==> config.mk <==
export PLATFORM = sky130hd
export DESIGN_NAME = pftr_ctrl
export DESIGN_NICKNAME = d
export VERILOG_FILES = /design/src/hdl/pftr_pkg.sv /design/src/hdl/pftr_ctrl.sv
export SDC_FILE = /design/constraint.sdc
export NUM_CORES = 1
export LEC_CHECK = 0
export BUFFER_PORTS_ARGS = -buffer_cell sky130_fd_sc_hd__buf_2
export CORE_AREA = 4 4 41 43
export DETAILED_ROUTE_END_ITERATION = 8
export DIE_AREA = 0 0 45 47
export HOLD_SLACK_MARGIN = 0.02
export PLACE_DENSITY = 0.55
export SLEW_MARGIN = 20
export SYNTH_ARGS = -nofsm -noshare
export SYNTH_HDL_FRONTEND = slang
export SYNTH_SLANG_ARGS = --single-unit
export TNS_END_PERCENT = 100
==> constraint.sdc <==
create_clock -name clk -period 3.05 [get_ports clk]
set_clock_uncertainty 0.15 [all_clocks]
set_input_delay 0.1525 -clock clk [delete_from_list [all_inputs] [get_ports clk]]
set_output_delay 0.1525 -clock clk [all_outputs]
set_load 0.01 [all_outputs]
==> src/hdl/pftr_pkg.sv <==
// ----------------------------------------------------------------------------
// pftr_pkg
// Shared types, geometry constants and the 5x7 font for the page framebuffer
// text renderer.
// ----------------------------------------------------------------------------
package pftr_pkg;

  // panel geometry
  localparam int WIDTH_PX    = 128;
  localparam int HEIGHT_PX   = 64;
  localparam int PAGE_COUNT  = (HEIGHT_PX + 7) / 8;
  localparam int STORE_BYTES = WIDTH_PX * PAGE_COUNT;
  localparam int ADDR_W      = $clog2(STORE_BYTES);
  localparam int FULL_ADDR_W = 13;   // holds column + page * width for any page
  localparam int BIDX_W      = 10;

  localparam logic [8:0] WIDTH_9  = 9'(WIDTH_PX);
  localparam logic [8:0] HEIGHT_9 = 9'(HEIGHT_PX);
  localparam logic [ADDR_W-1:0] LAST_ADDR = ADDR_W'(STORE_BYTES - 1);
  localparam logic [BIDX_W:0] STORE_BYTES_B = (BIDX_W + 1)'(STORE_BYTES);

  // glyph geometry
  localparam int GLYPH_W = 5;
  localparam int GLYPH_H = 7;
  localparam logic [7:0] ADVANCE  = 8'd6;
  localparam logic [8:0] GLYPH_W9 = 9'(GLYPH_W);
  localparam logic [2:0] COL_LAST_GLYPH = 3'(GLYPH_W - 1);
  localparam logic [2:0] HGT_GLYPH = 3'(GLYPH_H);
  localparam logic [2:0] HGT_PIXEL = 3'd1;

  typedef logic [GLYPH_W-1:0][7:0] glyph_t;

  typedef enum logic [1:0] {
    OP_SET   = 2'd0,
    OP_CHAR  = 2'd1,
    OP_CLEAR = 2'd2,
    OP_READ  = 2'd3
  } op_t;

  typedef enum logic [2:0] {
    ST_INIT_CLR,
    ST_IDLE,
    ST_DISPATCH,
    ST_READ,
    ST_WRITE,
    ST_OP_CLR,
    ST_DONE
  } state_t;

  // controller -> datapath
  typedef struct packed {
    logic load;      // capture the accepted word
    logic rd_en;     // store read, data registered
    logic wr_en;     // masked write-back of the current byte
    logic step;      // move to next page / column
    logic clr_wr;    // clear sweep write
    logic load_out;  // capture result word
  } cmd_t;

  // datapath -> controller
  typedef struct packed {
    op_t  op;
    logic draw;
    logic last_step;
    logic clr_last;
  } stat_t;

  // Column bits of each glyph, column 0 in the low byte, bit 0 = top row.
  function automatic glyph_t glyph_bits(input logic [7:0] code);
    glyph_t g;
    unique case (code)
      "-":     g = {8'h08, 8'h08, 8'h08, 8'h08, 8'h08};
      ".":     g = {8'h00, 8'h00, 8'h60, 8'h60, 8'h00};
      ":":     g = {8'h00, 8'h00, 8'h36, 8'h36, 8'h00};
      "%":     g = {8'h23, 8'h13, 8'h08, 8'h64, 8'h62};
      "0":     g = {8'h3E, 8'h45, 8'h49, 8'h51, 8'h3E};
      "1":     g = {8'h00, 8'h40, 8'h7F, 8'h42, 8'h00};
      "2":     g = {8'h46, 8'h49, 8'h49, 8'h51, 8'h62};
      "3":     g = {8'h36, 8'h49, 8'h49, 8'h41, 8'h22};
      "4":     g = {8'h10, 8'h7F, 8'h12, 8'h14, 8'h18};
      "5":     g = {8'h39, 8'h45, 8'h45, 8'h45, 8'h27};
      "6":     g = {8'h30, 8'h49, 8'h49, 8'h4A, 8'h3C};
      "7":     g = {8'h03, 8'h05, 8'h09, 8'h71, 8'h01};
      "8":     g = {8'h36, 8'h49, 8'h49, 8'h49, 8'h36};
      "9":     g = {8'h1E, 8'h29, 8'h49, 8'h49, 8'h06};
      "A":     g = {8'h7E, 8'h11, 8'h11, 8'h11, 8'h7E};
      "C":     g = {8'h22, 8'h41, 8'h41, 8'h41, 8'h3E};
      "D":     g = {8'h1C, 8'h22, 8'h41, 8'h41, 8'h7F};
      "E":     g = {8'h41, 8'h49, 8'h49, 8'h49, 8'h7F};
      "G":     g = {8'h7A, 8'h49, 8'h49, 8'h41, 8'h3E};
      "H":     g = {8'h7F, 8'h08, 8'h08, 8'h08, 8'h7F};
      "I":     g = {8'h00, 8'h41, 8'h7F, 8'h41, 8'h00};
      "K":     g = {8'h41, 8'h22, 8'h14, 8'h08, 8'h7F};
      "L":     g = {8'h40, 8'h40, 8'h40, 8'h40, 8'h7F};
      "M":     g = {8'h7F, 8'h02, 8'h0C, 8'h02, 8'h7F};
      "N":     g = {8'h7F, 8'h10, 8'h08, 8'h04, 8'h7F};
      "O":     g = {8'h3E, 8'h41, 8'h41, 8'h41, 8'h3E};
      "P":     g = {8'h06, 8'h09, 8'h09, 8'h09, 8'h7F};
      "R":     g = {8'h46, 8'h29, 8'h19, 8'h09, 8'h7F};
      "S":     g = {8'h32, 8'h49, 8'h49, 8'h49, 8'h26};
      "T":     g = {8'h01, 8'h01, 8'h7F, 8'h01, 8'h01};
      "U":     g = {8'h3F, 8'h40, 8'h40, 8'h40, 8'h3F};
      "X":     g = {8'h63, 8'h14, 8'h08, 8'h14, 8'h63};
      "Y":     g = {8'h07, 8'h08, 8'h70, 8'h08, 8'h07};
      "Z":     g = {8'h43, 8'h45, 8'h49, 8'h51, 8'h61};
      default: g = '0;  // space and unknown codes: blank cell
    endcase
    return g;
  endfunction

endpackage

==> src/hdl/pftr_ctrl.sv <==
// ----------------------------------------------------------------------------
// pftr_ctrl
// Sequencer: clear sweep, per-byte read-modify-write loop, result handoff.
// ----------------------------------------------------------------------------
module pftr_ctrl (
  input  logic            clk,
  input  logic            rst_n,
  input  logic            in_tvalid,
  output logic            in_tready,
  output logic            out_tvalid,
  input  logic            out_tready,
  input  pftr_pkg::stat_t stat,
  output pftr_pkg::cmd_t  cmd
);

  pftr_pkg::state_t state_r, state_nxt;
  logic             out_valid_r, out_valid_nxt;
  logic             out_free;

  assign out_free   = !out_valid_r || out_tready;
  assign in_tready  = (state_r == pftr_pkg::ST_IDLE);
  assign out_tvalid = out_valid_r;

  always_ff @(posedge clk) begin
    if (!rst_n) begin
      state_r     <= pftr_pkg::ST_INIT_CLR;
      out_valid_r <= 1'b0;
    end else begin
      state_r     <= state_nxt;
      out_valid_r <= out_valid_nxt;
    end
  end

  // next state
  always_comb begin
    state_nxt = state_r;
    unique case (state_r)
      pftr_pkg::ST_INIT_CLR: if (stat.clr_last) state_nxt = pftr_pkg::ST_IDLE;
      pftr_pkg::ST_IDLE:     if (in_tvalid) state_nxt = pftr_pkg::ST_DISPATCH;
      pftr_pkg::ST_DISPATCH: begin
        unique case (stat.op)
          pftr_pkg::OP_CLEAR: state_nxt = pftr_pkg::ST_OP_CLR;
          pftr_pkg::OP_CHAR:  state_nxt = stat.draw ? pftr_pkg::ST_READ : pftr_pkg::ST_DONE;
          pftr_pkg::OP_SET,
          pftr_pkg::OP_READ:  state_nxt = pftr_pkg::ST_READ;
        endcase
      end
      pftr_pkg::ST_READ:
        state_nxt = (stat.op == pftr_pkg::OP_READ) ? pftr_pkg::ST_DONE : pftr_pkg::ST_WRITE;
      pftr_pkg::ST_WRITE:
        state_nxt = stat.last_step ? pftr_pkg::ST_DONE : pftr_pkg::ST_READ;
      pftr_pkg::ST_OP_CLR:   if (stat.clr_last) state_nxt = pftr_pkg::ST_DONE;
      pftr_pkg::ST_DONE:     if (out_free) state_nxt = pftr_pkg::ST_IDLE;
      default:               state_nxt = pftr_pkg::ST_INIT_CLR;
    endcase
  end

  // outputs
  always_comb begin
    cmd           = '0;
    out_valid_nxt = out_valid_r && !out_tready;
    unique case (state_r)
      pftr_pkg::ST_INIT_CLR,
      pftr_pkg::ST_OP_CLR: cmd.clr_wr = 1'b1;
      pftr_pkg::ST_IDLE:   cmd.load = in_tvalid;
      pftr_pkg::ST_READ:   cmd.rd_en = 1'b1;
      pftr_pkg::ST_WRITE: begin
        cmd.wr_en = 1'b1;
        cmd.step  = !stat.last_step;
      end
      pftr_pkg::ST_DONE: begin
        if (out_free) begin
          cmd.load_out  = 1'b1;
          out_valid_nxt = 1'b1;
        end
      end
      default: ;
    endcase
  end

endmodule

==> out/results.tsv, run 1 <==
metric	value	unit
delay-heaviest family, CP	flip-flops	
syn_nets	66	
# hold bufs at CTS	0	
critical path arrival	1.37	ns
Seq/Total Area, Yosys	0.176	
final setup violation count	0	
worst vdd ir	0.184	mV
crit path max fanout	13	
placed insts	82	
TritonCTS Sinks	4	
top post-synthesis cells by area	dfxtp_1 (18%), ha_1 (8.3%), buf_6 (7.4%)	
die area	2120	um2
Tot Pwr	0.000199	W
P_sw	0.0000647	W
Layout fillers	148	
via count	431	
CTS clk-pin slew, worst paths	0.03	ns
combinational group share of total power	0.321	
Critical path origin	state_r[0]	
Area Overhead vs Synth	19.3	%
area leader, netlist	dfxtp_1	
fraction of registers with async set or reset after synthesis	0	
total track usage	0.105	
worst path buffer plus inverter count	1	
worst setup path class	register to primary output	
CTS Buffer Depth	2	
clk_lat worst skew	0.23	ns
Core Area	1300	um2
CTS tree	done	
Avg WL per Cell	11.4	um
Hold WS	0.0532	ns
r2r setup slk	1.53	ns
clock power share	0.312	
Hold Fails Final Rpt	0	
Max Slew Vio Count	0	
GR Overflow Total	0	
crit-path max cell delay	0.57	ns
RR Startpoint	state_r[2]	
Post-synth EDFFs	0	
Num CTS Buffers	3	
Initial Util	0.349	
Slowest-stage cell, CP	dfxtp_1	
power share of the sequential group	0.367	
CTS H-tree depth	1	
Post-Route Setup TNS	0	ns
fin crit period	1.67	ns
RSZ-0062 raised after global routing	false	
P_leak	0.285	nW
synthesized area	454	um2
CP Cell Sequence	nand3b_4 > and2b_1 > buf_2	
P_int	0.000135	W
status	finished clean	
Final ANT Viol Nets	0	
Ports	17	
share of cells above drive strength 1	0.357	
Max Cap Viol	0	
post-place setup slack	1.50	ns
Yosys top cell area share	0.176	
largest net degree at the start of global routing	15	
hpwl dp	786	um
Max transition margin	0.655	
PostCTS Resize Cnt	0	
cells after synthesis	54	
detailed-route DRC error count	0	
CP Capture Type	primary output	
Cell variety after synth	30	
post-synthesis register bit count	4	
startpoint type of the worst setup path	register	
DR iter-0 viols	4	
actual slew at the worst max-slew pin	0.517	ns
Setup Fix Bufs, Post-CTS	0	
vias per std cell	5.07	
router iterations before antenna repair	5	
Post-Layout Cell Count	85	
vias in the first global route	370	
Vert. Die Dim	47	um
min-delay src	rst_n	
initial antenna violation count	0	
ys flop type	dfxtp_1	
FP Rows	13	
Final #Nets	84	
port bufs	16	
synth warn	0	
fin crit share	0.547	
clk root buf	clkbuf_4	
worst setup margin	1.38	ns
die width	45	um
worst hold path class	input pin to register	
# diodes	0	
Syn Area/Cell	8.41	um2
Final GP Congestion	0.716	
Req. time, crit path	2.75	ns
pwr/cell area	368	nW/um2
first-pass GRT wire length	1600	um
Sw Ratio	0.325	
final WL	973	um
top achievable clock speed	599	MHz
-- cell usage after synthesis (2+ instances only) --
| cell type | n |
|---|---|
| ha_1 | 3 |
| dfxtp_1 | 4 |
| o21ai_0 | 3 |
| nand2b_1 | 5 |
| and2_1 | 2 |
| nor2b_1 | 3 |
| inv_1 | 4 |
| buf_6 | 3 |
| nor3_1 | 2 |
| nor2_1 | 5 |
-- worst reg2reg max path, stage by stage, from the launching register on --
cell and delay (ns):
dfxtp_1 0.63, nor4b_1 0.13, a311oi_1 0.34, a32o_1 0.21
-- kinds of logic after synthesis --
logic type | Yosys count | share of synthesized area
AND/OR/NAND/NOR | 24 | 0.342
multiplexers | 1 | 0.0220
flip-flops | 4 | 0.176
adder cells (fa/ha/maj) | 3 | 0.0827
XOR/XNOR | 1 | 0.0193
buffers and inverters | 8 | 0.116
AO/OA/AOI/OAI | 13 | 0.242
-- path summary, 6_finish.rpt --
| path | to | cells past startpoint |
|---|---|---|
| worst max-delay path | cmd[0] | 3 |
| worst min-delay path | state_r[2] | 2 |
| worst max register to register | state_r[2] | 3 |
| worst min register to register | out_tvalid | 2 |
-- metal layers --
layer,vias to the layer above,part of all wire,track usage
met5,-,0,0
met4,0,0,0.0351
met3,0,0.046,0.0498
met2,8,0.48,0.158
met1,198,0.47,0.132
li1,225,-,-
-- flip-flops by register name (all words and copies together) (netlist names) --
| name | count |
|---|---|
| out_tvalid | 1 |
| state_r | 3 |
-- layout by cell type, fill, tap and decap left out, drive strengths merged --
master and instances:
buf 16, nand2b 5, nor2 5, inv 5, dfxtp 4, o21ai 4, nor2b 3, ha 3
clkbuf 3, nor3 2, and2 2, o41ai 2, o32ai 2, and3 1, xor2 1, nand3b 1
or2b 1, and2b 1, nor4b 1, a311oi 1, a31o 1, or2 1, a211oi 1, mux2i 1
nand4 1, a32o 1, a21oi 1
-- cell type report --
class,instances,area (um2),share of cell area
Sequential cell,4,80.1,0.148
Timing Repair Buffer,16,80.1,0.148
Tap cell,15,18.8,0.0346
Inverter,5,18.8,0.0346
Clock buffer,3,22.5,0.0416
Multi-Input combinational cell,42,322,0.594
-- metrics by stage --
stage | util | area (um2)
6_report | 0.416 | 542
5_1_grt | 0.416 | 542
4_1_cts | 0.416 | 542
3_5_place_dp | 0.399 | 519
3_3_place_gp | 0.399 | 519
2_1_floorplan | - | 454
-- power by group through the flow --
stage	Clock (W)	Combinational, W	Sequential [W]
global placement	0	0.0000644	0.0000741
global route	0.0000712	0.0000707	0.0000756
detailed placement	0	0.0000647	0.0000743
finish	0.0000622	0.0000639	0.0000732
CTS	0.0000664	0.0000649	0.0000734
floorplan	0	0.0000609	0.0000623
Note: power is estimated with default switching activity, not from simulation.
==> run 2: changes to the inputs <==
==> constraint.sdc (replaced) <==
create_clock -name clk -period 1.6 [get_ports clk]
set_clock_uncertainty 0.15 [all_clocks]
set_input_delay 0.08 -clock clk [delete_from_list [all_inputs] [get_ports clk]]
set_output_delay 0.08 -clock clk [all_outputs]
set_load 0.01 [all_outputs]
==> out/results.tsv, run 2 (synthesis gave the netlist of run 1 again) <==
metric	value	unit
status	finished clean	
worst hold stages	3	
Reg with most FFs	state_r	
post-place setup slack	0.162	ns
FP Rows	13	
min-delay src	out_tready	
Max Slew Vio Count	0	
# diodes	0	
CTS tree	done	
share of cells above drive strength 1	0.413	
Vert. Die Dim	47	um
die area	2120	um2
via count	463	
Final #Nets	89	
TritonCTS Sinks	4	
vias per std cell	5.14	
worst vdd ir	0.404	mV
met1 Use GR	0.136	
startpoint type of the worst setup path	register	
top achievable clock speed	654	MHz
worst setup path class	register to primary output	
Num CTS Buffers	3	
Ports	17	
CTS clk-pin slew, worst paths	0.04	ns
vias in the first global route	396	
fin crit share	0.956	
most frequent cells in the layout	buf_2 (16), nand2b_1 (5), nor2_1 (5)	
largest net degree at the start of global routing	12	
Hold Path End	out_tvalid	
Max transition margin	0.759	
port bufs	16	
final setup violation count	0	
Avg WL per Cell	11.3	um
Core Area	1300	um2
router iterations before antenna repair	4	
Tot Pwr	0.000400	W
Hold WS	0.0411	ns
initial antenna violation count	0	
Area Overhead vs Synth	28.6	%
RR Startpoint	state_r[2]	
total track usage	0.104	
Max Cap Viol	0	
critical path arrival	1.30	ns
r2r setup slk	0.18	ns
actual slew at the worst max-slew pin	0.361	ns
Post-DP Area	549	um2
GRT busiest layer	met2	
worst setup margin	0.0707	ns
die width	45	um
clk_lat worst skew	0.23	ns
DR iter-0 viols	6	
Worst R2R End	state_r[0]	
r2r worst-path depth	4	
commonest non-fill, non-tap cell in the layout	buf_2	
first-pass GRT wire length	1630	um
Req. time, crit path	1.37	ns
fin crit period	1.53	ns
RSZ-0062 raised after global routing	false	
Post-Route Setup TNS	0	ns
hpwl dp	833	um
Initial Util	0.349	
design area	584	um2
max reg flops	3	
met3 usage	0.0460	
GR Overflow Total	0	
detailed-route DRC error count	0	
clk root buf	clkbuf_4	
final WL	1010	um
CTS Buffer Depth	2	
met2 GRT Util	0.161	
CP Capture Type	primary output	
crit path max fanout	9	
P_leak	0.311	nW
worst hold path class	input pin to register	
pwr/cell area	685	nW/um2
Final ANT Viol Nets	0	
Final GP Congestion	0.762	
CTS H-tree depth	1	
Hold Fails Final Rpt	0	
[run 2: changes by cell type in the layout (fill, tap and decap cells not counted)]
cell and change:
dfxtp_1 -2, buf_4 +4, dfxtp_2 +2, dlygate4sd3_1 +1
[run 2: how the worst max path moves through the flow]
| stage | from | endpoint | slack (ns) | cells past startpoint |
|---|---|---|---|---|
| 2_1_floorplan | stat[3] | state_r[0] | 0.33 | 5 |
| 3_3_place_gp | state_r[2] | state_r[0] | 0.16 | 4 |
| 3_5_place_dp | stat[3] | state_r[0] | 0.16 | 6 |
| 4_1_cts | state_r[2] | cmd[2] | 0.06 | 4 |
| 5_1_grt | state_r[2] | cmd[2] | 0.009 | 4 |
| 6_report | state_r[2] | cmd[2] | 0.07 | 4 |
[run 2: where the power goes]
group | total (W) | switching, W | internal, W
logic | 0.000145 | 0.0000685 | 0.0000766
registers | 0.000136 | 0.0000248 | 0.000111
clock network | 0.000119 | 0.0000357 | 0.0000835
[run 2: what timing repair did]
action,in CTS,in global routing
pin swaps,0,0
hold buffers,1,0
endpoints found under the setup margin,1,1
resized for setup,1,1
setup buffers,0,0
hold endpoints to repair,1,0
[run 2: critical path: stages (launching register included)]
cell and delay [ns]:
dfxtp_1 0.53, buf_4 0.20, nand2b_1 0.06, nor3_1 0.13, buf_2 0.15
[run 2: layer usage]
layer  up-vias  part of all wire
li1        236                 -
met1       213              0.45
met2        14              0.48
met3         0             0.070
met4         0                 0
met5         -                 0
[run 2: cell type report]
class                           instances  area [um2]
Sequential cell                         4        82.6
Timing Repair Buffer                   21         120
Clock buffer                            3        22.5
Inverter                                5        18.8
Multi-Input combinational cell         42         322
Tap cell                               15        18.8
Fill cell                             147         717
[run 2: per-stage QoR]
stage | utilization | cells
after floorplan | - | 54
after global placement | 0.422 | 86
after detailed placement | 0.422 | 86
after CTS | 0.448 | 90
after global routing | 0.449 | 90
final | 0.449 | 90
